$ cat config.mk
export PLATFORM = sky130hd
export DESIGN_NAME = sar_proximity_sensitivity_policy_top
export DESIGN_NICKNAME = d
export VERILOG_FILES = /design/src/sv/sps_pkg.sv /design/src/sv/sps_cfg_regs.sv /design/src/sv/sps_policy.sv /design/src/sv/sar_proximity_sensitivity_policy_top.sv
export SDC_FILE = /design/constraint.sdc
export NUM_CORES = 1
export LEC_CHECK = 0
export ABC_AREA = 1
export BUFFER_PORTS_ARGS = -buffer_cell sky130_fd_sc_hd__buf_4
export CORE_ASPECT_RATIO = 0.6
export CORE_UTILIZATION = 45
export DETAILED_ROUTE_END_ITERATION = 6
export GPL_ROUTABILITY_DRIVEN = 0
export GPL_TIMING_DRIVEN = 0
export SYNTH_ARGS = -nofsm -noshare
export SYNTH_HDL_FRONTEND = slang
export SYNTH_HIERARCHICAL = 1
export SYNTH_SLANG_ARGS = --single-unit
$ cat constraint.sdc
create_clock -name clk -period 3.6 [get_ports clk]
set_input_delay 0.54 -clock clk [delete_from_list [all_inputs] [get_ports clk]]
set_output_delay 0.54 -clock clk [all_outputs]
set_load 0.01 [all_outputs]
$ cat src/sv/sps_pkg.sv
// Shared types and constants for the proximity sensitivity supervisor.
// No dependencies.
package sps_pkg;

  typedef enum logic [1:0] {
    ACT_NONE   = 2'd0,
    ACT_WOOD   = 2'd1,
    ACT_RECAL  = 2'd2,
    ACT_NORMAL = 2'd3
  } sps_action_t;

  localparam logic [1:0] CFG_IDX_ENABLE = 2'd0;
  localparam logic [1:0] CFG_IDX_LIMIT  = 2'd1;
  localparam logic [1:0] CFG_IDX_MODEM  = 2'd2;

  localparam logic [7:0] RECAL_LIMIT_RST = 8'h0A;

  localparam logic [7:0] ST_CH2     = 8'h02;
  localparam logic [7:0] ST_CH6     = 8'h20;
  localparam logic [7:0] ST_BOTH    = 8'h22;
  localparam logic [7:0] DELTA_OVF  = 8'h7F;
  localparam logic [7:0] MID_LO     = 8'h0A;
  localparam logic [7:0] MID_HI     = 8'h3F;
  localparam logic [7:0] WIN_LO     = 8'h60;
  localparam logic [7:0] RAIL_LO    = 8'h00;
  localparam logic [7:0] RAIL_HI    = 8'hFF;

  typedef struct packed {
    logic       sensor_enabled;
    logic [7:0] recal_limit;
    logic       modem_line_enable;
  } sps_cfg_t;

  typedef struct packed {
    logic       mode;
    logic [7:0] status;
    logic [7:0] delta_ch2;
    logic [7:0] delta_ch6;
  } sps_item_t;

  typedef struct packed {
    logic        object_detected;
    logic        detect_updated;
    logic        modem_line_write;
    sps_action_t action;
    logic        resample_request;
  } sps_result_t;

endpackage

$ cat src/sv/sps_cfg_regs.sv
// Configuration register file: enable, recalibration limit, modem line enable.
// Depends on sps_pkg.
module sps_cfg_regs (
  input  logic              clk,
  input  logic              rst_n,
  input  logic              wr_en,
  input  logic [1:0]        wr_index,
  input  logic [7:0]        wr_data,
  output sps_pkg::sps_cfg_t cfg
);
  import sps_pkg::*;

  sps_cfg_t cfg_r;
  sps_cfg_t cfg_nxt;

  always_comb begin
    cfg_nxt = cfg_r;
    if (wr_en) begin
      case (wr_index)
        CFG_IDX_ENABLE: cfg_nxt.sensor_enabled    = wr_data[0];
        CFG_IDX_LIMIT:  cfg_nxt.recal_limit       = wr_data;
        CFG_IDX_MODEM:  cfg_nxt.modem_line_enable = wr_data[0];
        default:        cfg_nxt = cfg_r;
      endcase
    end
  end

  always_ff @(posedge clk) begin
    if (!rst_n) begin
      cfg_r.sensor_enabled    <= 1'b0;
      cfg_r.recal_limit       <= RECAL_LIMIT_RST;
      cfg_r.modem_line_enable <= 1'b0;
    end else begin
      cfg_r <= cfg_nxt;
    end
  end

  assign cfg = cfg_r;

endmodule

$ cat src/sv/sps_policy.sv
// Sensitivity policy: mode, counters, overflow snapshot and detect flag,
// with the single-pass next-state and result logic. Depends on sps_pkg.
module sps_policy (
  input  logic                 clk,
  input  logic                 rst_n,
  input  logic                 advance,
  input  sps_pkg::sps_item_t   item,
  input  sps_pkg::sps_cfg_t    cfg,
  output sps_pkg::sps_result_t result
);
  import sps_pkg::*;

  logic       wood_r,   wood_nxt;
  logic [7:0] snap_r,   snap_nxt;
  logic [7:0] cnt2_r,   cnt2_nxt;
  logic [7:0] cnt6_r,   cnt6_nxt;
  logic       detect_r, detect_nxt;

  logic ovf;
  logic rel;
  logic in_win2, in_win6;
  logic rail2, rail6;
  logic mid2, mid6;

  always_comb begin
    in_win2 = item.delta_ch2 inside {[WIN_LO:DELTA_OVF]};
    in_win6 = item.delta_ch6 inside {[WIN_LO:DELTA_OVF]};
    rail2   = item.delta_ch2 inside {RAIL_LO, RAIL_HI};
    rail6   = item.delta_ch6 inside {RAIL_LO, RAIL_HI};
    mid2    = item.delta_ch2 inside {[MID_LO:MID_HI]};
    mid6    = item.delta_ch6 inside {[MID_LO:MID_HI]};

    ovf = ((item.status == ST_CH2) && (item.delta_ch2 == DELTA_OVF)) ||
          ((item.status == ST_CH6) && (item.delta_ch6 == DELTA_OVF)) ||
          ((item.status == ST_BOTH) &&
           ((item.delta_ch2 == DELTA_OVF) || (item.delta_ch6 == DELTA_OVF)));

    rel = (rail2 && rail6) ||
          ((snap_r == ST_CH2) && in_win2) ||
          ((snap_r == ST_CH6) && in_win6) ||
          ((snap_r == ST_BOTH) && (in_win2 || in_win6));

    wood_nxt   = wood_r;
    snap_nxt   = snap_r;
    cnt2_nxt   = cnt2_r;
    cnt6_nxt   = cnt6_r;
    detect_nxt = detect_r;

    result.detect_updated   = 1'b0;
    result.modem_line_write = 1'b0;
    result.action           = ACT_NONE;
    result.resample_request = 1'b0;

    if (cfg.sensor_enabled) begin
      if (!item.mode) begin
        if (!wood_r) begin
          detect_nxt              = |(item.status & ST_BOTH);
          result.detect_updated   = 1'b1;
          result.modem_line_write = cfg.modem_line_enable;
          if (ovf) begin
            result.action = ACT_WOOD;
            wood_nxt      = 1'b1;
            snap_nxt      = item.status;
            cnt2_nxt      = '0;
            cnt6_nxt      = '0;
          end else begin
            // saturate at all ones
            if (mid2 && (cnt2_r != RAIL_HI)) cnt2_nxt = cnt2_r + 8'd1;
            if (mid6 && (cnt6_r != RAIL_HI)) cnt6_nxt = cnt6_r + 8'd1;
            if ((cnt2_nxt >= cfg.recal_limit) || (cnt6_nxt >= cfg.recal_limit)) begin
              result.action = ACT_RECAL;
              cnt2_nxt      = '0;
              cnt6_nxt      = '0;
            end
          end
        end
      end else if (wood_r && rel) begin
        result.action           = ACT_NORMAL;
        result.resample_request = 1'b1;
        wood_nxt                = 1'b0;
      end
    end

    result.object_detected = detect_nxt;
  end

  always_ff @(posedge clk) begin
    if (!rst_n) begin
      wood_r   <= 1'b0;
      snap_r   <= '0;
      cnt2_r   <= '0;
      cnt6_r   <= '0;
      detect_r <= 1'b0;
    end else if (advance) begin
      wood_r   <= wood_nxt;
      snap_r   <= snap_nxt;
      cnt2_r   <= cnt2_nxt;
      cnt6_r   <= cnt6_nxt;
      detect_r <= detect_nxt;
    end
  end

endmodule

$ cat src/sv/sar_proximity_sensitivity_policy_top.sv
// Proximity sensitivity supervisor, top level.
// Data path: input register, policy logic, result register; the result is
// registered and transfers only once out_ready is high. Throughput: one item
// per cycle while out_ready stays high, set by the single-pass policy stage.
// Synchronous active-low reset clears both stage valid flags and the policy
// state, and returns the configuration registers to their reset values.
module sar_proximity_sensitivity_policy_top (
  input  logic       clk,
  input  logic       rst_n,
  input  logic       cfg_valid,
  output logic       cfg_ready,
  input  logic [1:0] cfg_index,
  input  logic [7:0] cfg_wdata,
  input  logic       in_valid,
  output logic       in_ready,
  input  logic       in_mode,
  input  logic [7:0] in_status,
  input  logic [7:0] in_delta_ch2,
  input  logic [7:0] in_delta_ch6,
  output logic       out_valid,
  input  logic       out_ready,
  output logic       out_object_detected,
  output logic       out_detect_updated,
  output logic       out_modem_line_write,
  output logic [1:0] out_action,
  output logic       out_resample_request
);
  import sps_pkg::*;

  sps_cfg_t    cfg;
  sps_item_t   item_r;
  logic        item_vld_r;
  sps_result_t res;
  sps_result_t res_r;
  logic        res_vld_r;
  logic        advance;

  assign cfg_ready = 1'b1;

  sps_cfg_regs u_cfg (
    .clk      (clk),
    .rst_n    (rst_n),
    .wr_en    (cfg_valid & cfg_ready),
    .wr_index (cfg_index),
    .wr_data  (cfg_wdata),
    .cfg      (cfg)
  );

  // move the held item into the result register when that slot frees up
  assign advance  = item_vld_r && (!res_vld_r || out_ready);
  assign in_ready = !item_vld_r || advance;

  always_ff @(posedge clk) begin
    if (in_valid && in_ready) begin
      item_r.mode      <= in_mode;
      item_r.status    <= in_status;
      item_r.delta_ch2 <= in_delta_ch2;
      item_r.delta_ch6 <= in_delta_ch6;
    end
    if (advance) begin
      res_r <= res;
    end
  end

  always_ff @(posedge clk) begin
    if (!rst_n) begin
      item_vld_r <= 1'b0;
      res_vld_r  <= 1'b0;
    end else begin
      if (in_ready) item_vld_r <= in_valid;
      if (advance) begin
        res_vld_r <= 1'b1;
      end else if (out_ready) begin
        res_vld_r <= 1'b0;
      end
    end
  end

  sps_policy u_policy (
    .clk     (clk),
    .rst_n   (rst_n),
    .advance (advance),
    .item    (item_r),
    .cfg     (cfg),
    .result  (res)
  );

  assign out_valid            = res_vld_r;
  assign out_object_detected  = res_r.object_detected;
  assign out_detect_updated   = res_r.detect_updated;
  assign out_modem_line_write = res_r.modem_line_write;
  assign out_action           = res_r.action;
  assign out_resample_request = res_r.resample_request;

endmodule
==> impl_metrics.py, run 1 <==
metrics = {
    "routing": {
        "drt_iter0_markers": 212,
        "drt-wirelength-per-cell_um": 12.2,
        "dr_total_vias": 3188,
        "route.detailed.drc": 0,
        "drt_first_pass_iters": 5,
        "routed_via_density": 4.70,
        "antenna_left": 0,
        "routed_wl_um": 8250,
    },
    "power_and_ir_drop": {
        "leakagePower_nw": 2.23,
        "clock_power_share_pct": 42.8,
        "power_switching_w": 0.000451,
        "seqPwrFrac_pct": 46.5,
        "combPwrFrac_pct": 10.7,
        "cellPowerDensity_nw_per_um2": 408,
        "swShare_pct": 24.2,
        "internal_power_w": 0.00141,
        "irDropWorstVdd_v": 0.000252,
    },
    "timing": {
        "maxSlewHeadroom_pct": 37.8,
        "tightest_slew_ps": 932,
        "period_share_pct": 83.1,
        "setup_viol": 0,
        "hold_viol_final": 0,
        "period_needed_ps": 2990,
        "fin_tns_setup_ps": 0,
        "fmax_ghz": 0.334,
        "hold-worst-slack_ps": 384,
        "rsz0062_at_grt": "no",
        "slew_viol_final": 0,
        "clock_skew_ps": 7.35,
    },
    "worst_setup_path": {
        "max_stage_delay_ps": 380,
        "crit_required_ps": 3670,
        "cpMostUsedCell": "inv_1",
        "cp-start-kind": "flip-flop",
        "path_class": "reg -> reg",
        "cp.depth": 16,
        "crit_chain": "ha_1 -> inv_1 -> nor2_2 -> nand2_2 -> inv_1 -> nor2_1 -> nand2_1 -> nand2_1 -> inv_1 -> ha_1 -> a21o_1 -> nor2_1 -> nand3_1 -> nor2_4 -> buf_4 -> a21oi_1",
        "reg2reg_depth": 16,
        "cp.arrival_ps": 3070,
        "critPathCaptureType": "flip-flop",
        "critPathSlowestCell": "nor2_1",
        "path_buf_inv": 4,
        "crit_fanout": 10,
        "cpLargestDelayFamily": "simple AND/OR/NAND/NOR gates",
    },
    "floorplan": {
        "die_h_um": 73.3,
        "design.core.area_um2": 8040,
        "row_count": 25,
        "initial_core_util_pct": 47.4,
        "die_w_um": 121,
        "ios": 49,
        "die-area_um2": 8840,
    },
    "global_routing": {
        "grtUsageMet1_pct": 29.7,
        "gr-max-usage-layer": "met1",
        "antenna_found_initial": 0,
        "grt_util_all_layers_pct": 20.6,
        "grt_pass1_wl_um": 13700,
        "grt_max_degree": 26,
        "grtUsageMet2_pct": 29.4,
        "grt-ovfl-total": 0,
        "grt_pass1_vias": 2895,
        "grt_use_met3_pct": 4.97,
    },
    "cts": {
        "cts_tree": "done",
        "ctsHoldBuffers": 0,
        "cts_resized": 0,
        "clk_pin_slew_worst_paths_ps": 60,
        "cts_buffer_depth": 2,
        "cts_setup_buffers": 0,
        "root_buffer": "clkbuf_16",
        "insertion_delay_ps": 330,
        "htreeDepth": 3,
        "cts_made_buffers": 9,
        "clock-sinks": 69,
    },
    "yosys": {
        "syn_avg_cell_area_um2": 7.51,
        "ys_types": 36,
        "syn_area_um2": 3810,
        "syn_nets": 565,
        "synth-seq-cells": 69,
        "ys_warn_count": 6,
        "netlist_instances": 507,
        "ys_seq_area_share_pct": 44.4,
    },
    "run": {
        "cap_violations": 0,
    },
    "finish": {
        "utilization_pct": 56.8,
        "final_cell_mix": "nand2_1 (153), inv_1 (80), nor2_1 (58)",
        "drive_gt1_share_pct": 15.6,
        "layout.nets": 623,
        "multi_input_comb_area_um2": 1730,
        "n_antenna_cell": 0,
        "ff_latch_area_um2": 1690,
        "layout_commonest_cell": "nand2_1",
        "syn_to_final_growth_pct": 19.9,
        "stdcell_area_um2": 4570,
        "fillers": 749,
    },
    "placement": {
        "dp_hpwl_um": 6310,
        "place_area_um2": 4300,
        "port-buffer-count": 47,
    },
    "run_status": {
        "status": "finished clean",
    },
    "worst_hold_path": {
        "min_path_cells": 1,
        "hp-class": "in -> reg",
    },
}
==> kinds of logic (layout without fill, tap and decap cells) <==
group                    count (synthesis)  after routing  synth area share [%]
AND/OR/NAND/NOR                        280            280                  32.2
buffers and inverters                   95            158                  10.2
flip-flops                              69             69                  44.4
AO/OA/AOI/OAI                           37             37                  5.55
adder cells (fa/ha/maj)                 18             18                  5.92
XOR/XNOR                                 7              7                  1.61
other                                    1              1                0.0985
==> flip-flops by register name, summed over array words and instances, names as in the netlist, 2 cells and up <==
signal           flops
item_r              25
u_cfg/cfg           10
u_policy/cnt2_r      8
u_policy/cnt6_r      8
u_policy/snap_r      8
out_action           2
==> final cells by class <==
cell class | count | share of cell area, %
Buffer | 10 | 1.53
Clock buffer | 12 | 5.40
Clock inverter | 4 | 0.521
Inverter | 85 | 6.99
Multi-Input combinational cell | 343 | 37.8
Sequential cell | 69 | 37.1
Tap cell | 108 | 2.96
Timing Repair Buffer | 47 | 7.73
==> synthesized netlist by cell type <==
cell type,n,area (um^2)
nor2_1,58,218
nand2_1,153,574
a311oi_1,1,8.76
o21ai_0,4,20.0
nand2_2,4,25.0
clkinv_1,1,3.75
dfxtp_1,38,761
nand4_1,13,81.3
nand3_2,4,40.0
xnor2_1,2,17.5
a21oi_1,26,130
conb_1,1,3.75
nand2_4,1,11.3
clkbuf_2,1,5.00
ha_1,18,225
inv_1,80,300
nand3_1,39,195
o22ai_1,1,6.26
a21oi_2,1,8.76
buf_2,1,5.00
buf_6,2,22.5
a21oi_4,1,16.3
nand3b_1,1,7.51
nor2_2,2,12.5
nor3_2,1,10.0
a31oi_1,1,6.26
and3_1,1,6.26
inv_2,4,15.0
buf_4,4,30.0
a21o_1,2,15.0
nor2_4,1,11.3
clkbuf_1,2,7.51
xor2_1,5,43.8
nor2_8,1,20.0
edfxtp_1,31,931
nand4_2,1,12.5
==> worst reg2reg max path, stage by stage, from the launching register on <==
cell     delay, ps
dfxtp_1        350
ha_1           290
inv_1           90
nor2_2          50
nand2_2         80
inv_1           40
nor2_1         380
nand2_1        100
nand2_1         80
inv_1           60
ha_1           280
a21o_1         180
nor2_1         100
nand3_1        130
nor2_4         220
buf_4          240
a21oi_1         80
==> final timing paths <==
path              slack, ps                 end               start
hold / removal          380           item_r[6]     in_delta_ch6[6]
setup / recovery        610       out_action[1]  u_policy/cnt2_r[0]
setup reg to reg        610       out_action[1]  u_policy/cnt2_r[0]
hold reg to reg         460  u_policy/snap_r[2]  u_policy/snap_r[2]
==> through the flow <==
step | total power (W) | cells | worst slack [ps]
detailed placement | 0.00108 | 662 | 621
floorplan | 0.00100 | 507 | 1090
global route | 0.00195 | 678 | 336
finish | 0.00186 | 678 | 607
CTS | 0.00188 | 678 | 601
global placement | 0.00107 | 662 | 642
==> per-layer routing <==
layer | vias to the layer above | wire length, um
li1 | 1716 | -
met1 | 1392 | 4510
met2 | 74 | 3260
met5 | - | 0
met3 | 6 | 405
met4 | 0 | 81
==> power by group through the flow <==
stage,sequential (W),combinational [W],clock (W)
floorplan,0.000879,0.000121,0
global placement,0.000881,0.000192,0
detailed placement,0.000882,0.000198,0
CTS,0.000866,0.000199,0.000818
global route,0.000869,0.000226,0.000855
finish,0.000866,0.000199,0.000796
Note: power is estimated with default switching activity, not from simulation.
==> run 2: changes to the inputs <==
--- a/config.mk
+++ b/config.mk
@@ -12,6 +12,7 @@
 export DETAILED_ROUTE_END_ITERATION = 6
 export GPL_ROUTABILITY_DRIVEN = 0
 export GPL_TIMING_DRIVEN = 0
+export PLACE_DENSITY = 0.67
 export SYNTH_ARGS = -nofsm -noshare
 export SYNTH_HDL_FRONTEND = slang
 export SYNTH_HIERARCHICAL = 1
==> constraint.sdc (replaced) <==
create_clock -name clk -period 2.4 [get_ports clk]
set_input_delay 0.36 -clock clk [delete_from_list [all_inputs] [get_ports clk]]
set_output_delay 0.36 -clock clk [all_outputs]
set_load 0.01 [all_outputs]
==> run 2 against run 1 <==
  * The run now ends with setup timing left
  * Combinational power rose by 97%
  * Cell area rose by 11%
  * Worst hold slack got worse by 180 ps
  * Sequential power up 50%
  * Maximum frequency grew 23%
  * Register-to-register slack got worse by 640 ps
  * Sequential cell count unchanged
  * Critical path type unchanged
  * Wire length up 10%
  * First-iteration DRC count is 14% higher
==> impl_metrics.py, run 2 (synthesis results as in run 1) <==
metrics = {
    "cts": {
        "clk_pin_slew_worst_paths_ps": 60,
        "ctsHoldBuffers": 0,
        "cts_tree": "done",
        "root_buffer": "clkbuf_16",
        "clock-sinks": 69,
        "cts_buffer_depth": 2,
        "htreeDepth": 3,
        "insertion_delay_ps": 330,
        "cts_made_buffers": 9,
    },
    "floorplan": {
        "ios": 49,
        "initial_core_util_pct": 47.4,
        "die_h_um": 73.3,
        "row_count": 25,
        "die-area_um2": 8840,
        "die_w_um": 121,
        "design.core.area_um2": 8040,
    },
    "global_routing": {
        "antenna_found_initial": 0,
        "grt_max_degree": 26,
        "grt-ovfl-total": 0,
        "grt_pass1_vias": 3099,
        "grt_pass1_wl_um": 14400,
        "grt_util_all_layers_pct": 21.3,
    },
    "finish": {
        "largest_register_ffs": 25,
        "multi_input_comb_area_um2": 2050,
        "fillers": 674,
        "layout.nets": 644,
        "drive_gt1_share_pct": 30.6,
        "ff_latch_area_um2": 1710,
        "syn_to_final_growth_pct": 33.4,
        "layout_commonest_cell": "nand2_1",
        "largest_register": "item_r",
        "final_cell_mix": "nand2_1 (145), buf_4 (70), inv_1 (67)",
        "n_antenna_cell": 0,
        "final_cell_count_no_fill": 699,
    },
    "power_and_ir_drop": {
        "seqPwrFrac_pct": 44.6,
        "swShare_pct": 24.3,
        "clock_power_share_pct": 41.9,
        "power_switching_w": 0.000708,
        "leakagePower_nw": 2.38,
        "combPwrFrac_pct": 13.5,
        "irDropWorstVdd_v": 0.000395,
        "cellPowerDensity_nw_per_um2": 573,
        "internal_power_w": 0.00220,
    },
    "timing": {
        "period_needed_ps": 2440,
        "rsz0062_at_grt": "yes",
        "fmax_ghz": 0.410,
        "hold-worst-slack_ps": 204,
        "tightest_slew_ps": 918,
        "slew_viol_final": 0,
        "maxSlewHeadroom_pct": 38.7,
        "period_share_pct": 102,
        "setup_slack_ps": -36.4,
        "setup_viol": 8,
        "hold_viol_final": 0,
        "clock_skew_ps": 7.48,
    },
    "routing": {
        "drt_first_pass_iters": 5,
        "drt-wirelength-per-cell_um": 13.0,
        "antenna_left": 0,
        "route.detailed.drc": 0,
        "routed_wl_um": 9070,
        "dr_total_vias": 3414,
        "routed_via_density": 4.88,
        "drt_iter0_markers": 241,
    },
    "placement": {
        "dp.cells": 662,
        "port-buffer-count": 47,
        "place_ws_ps": -413,
        "dp_hpwl_um": 6310,
    },
    "worst_setup_path": {
        "critPathCaptureType": "flip-flop",
        "cp.arrival_ps": 2680,
        "cp-start-kind": "flip-flop",
        "crit_fanout": 7,
        "path_class": "reg -> reg",
        "crit_required_ps": 2640,
    },
    "run": {
        "cap_violations": 0,
    },
    "worst_hold_path": {
        "hp-class": "in -> reg",
    },
    "run_status": {
        "status": "finished, violations left",
        "failed_checks": "setup timing",
    },
}
## run 2: cell count changes in the layout (fill, tap and decap cells not counted), sizes merged
cell / previous run / this run
clkinvlp: 2 / 0
buf: 54 / 75
clkbuf: 15 / 17
## run 2: final timing paths
kind                           start                  to  slack (ps)  cells past startpoint
setup / recovery  u_policy/cnt2_r[0]  u_policy/cnt6_r[2]         -40                     20
hold / removal               in_mode          item_r[24]         200                      1
setup reg to reg  u_policy/cnt2_r[0]  u_policy/cnt6_r[2]         -40                     20
hold reg to reg   u_policy/snap_r[7]  u_policy/snap_r[7]         460                      2
## run 2: per-stage QoR
step           area (um^2)  power (W)  utilization [%]  setup TNS, ps
3_5_place_dp          4330    0.00163             53.8          -4980
5_1_grt               5080    0.00303             63.2          -2280
4_1_cts               4840    0.00289             60.2              0
3_3_place_gp          4330    0.00161             53.8          -4230
2_1_floorplan         3840    0.00151                -              0
6_report              5080    0.00291             63.2           -140
## run 2: power by group through the flow
stage	Clock, W	Sequential, W	Combinational (W)
after floorplan	0	0.00132	0.000188
after global placement	0	0.00132	0.000293
after detailed placement	0	0.00132	0.000303
after CTS	0.00124	0.00130	0.000347
after global routing	0.00129	0.00130	0.000435
final	0.00122	0.00130	0.000393
## run 2: critical path, stage by stage (launching register included)
cell     delay (ps)
dfxtp_4         360
ha_4            170
inv_2            60
nor2_4           40
nand2_4          80
inv_4            40
nor2_4          190
nand2_1          80
nand2_1          80
inv_2            60
ha_4            240
nand2_2          70
inv_2            30
nand2_1          40
nand2_1          60
nand2_1          80
nand3_2          80
nor2_4          180
buf_6           160
nand3_4          70
a21oi_2         150
## run 2: cell type report
cell class	count	area share (%)
Tap cell	108	2.66
Inverter	85	6.33
Timing Repair Buffer	68	10.1
Clock inverter	2	0.197
Sequential cell	69	33.7
Clock buffer	14	5.22
Buffer	10	1.45
Multi-Input combinational cell	343	40.3
## run 2: routing by layer
| metal | vias up | part of all wire [%] | track usage (%) |
|---|---|---|---|
| met5 | - | 0 | 0 |
| met4 | 0 | 0.77 | 7.54 |
| met3 | 7 | 5.2 | 5.12 |
| met2 | 97 | 44 | 32.7 |
| met1 | 1544 | 50 | 29.5 |
| li1 | 1766 | - | - |
## run 2: repair_timing
item,in CTS,in global routing
setup endpoints to repair,17,17
pin swaps,22,34
resized for setup,35,50
setup buffers,11,9
gates cloned,1,0
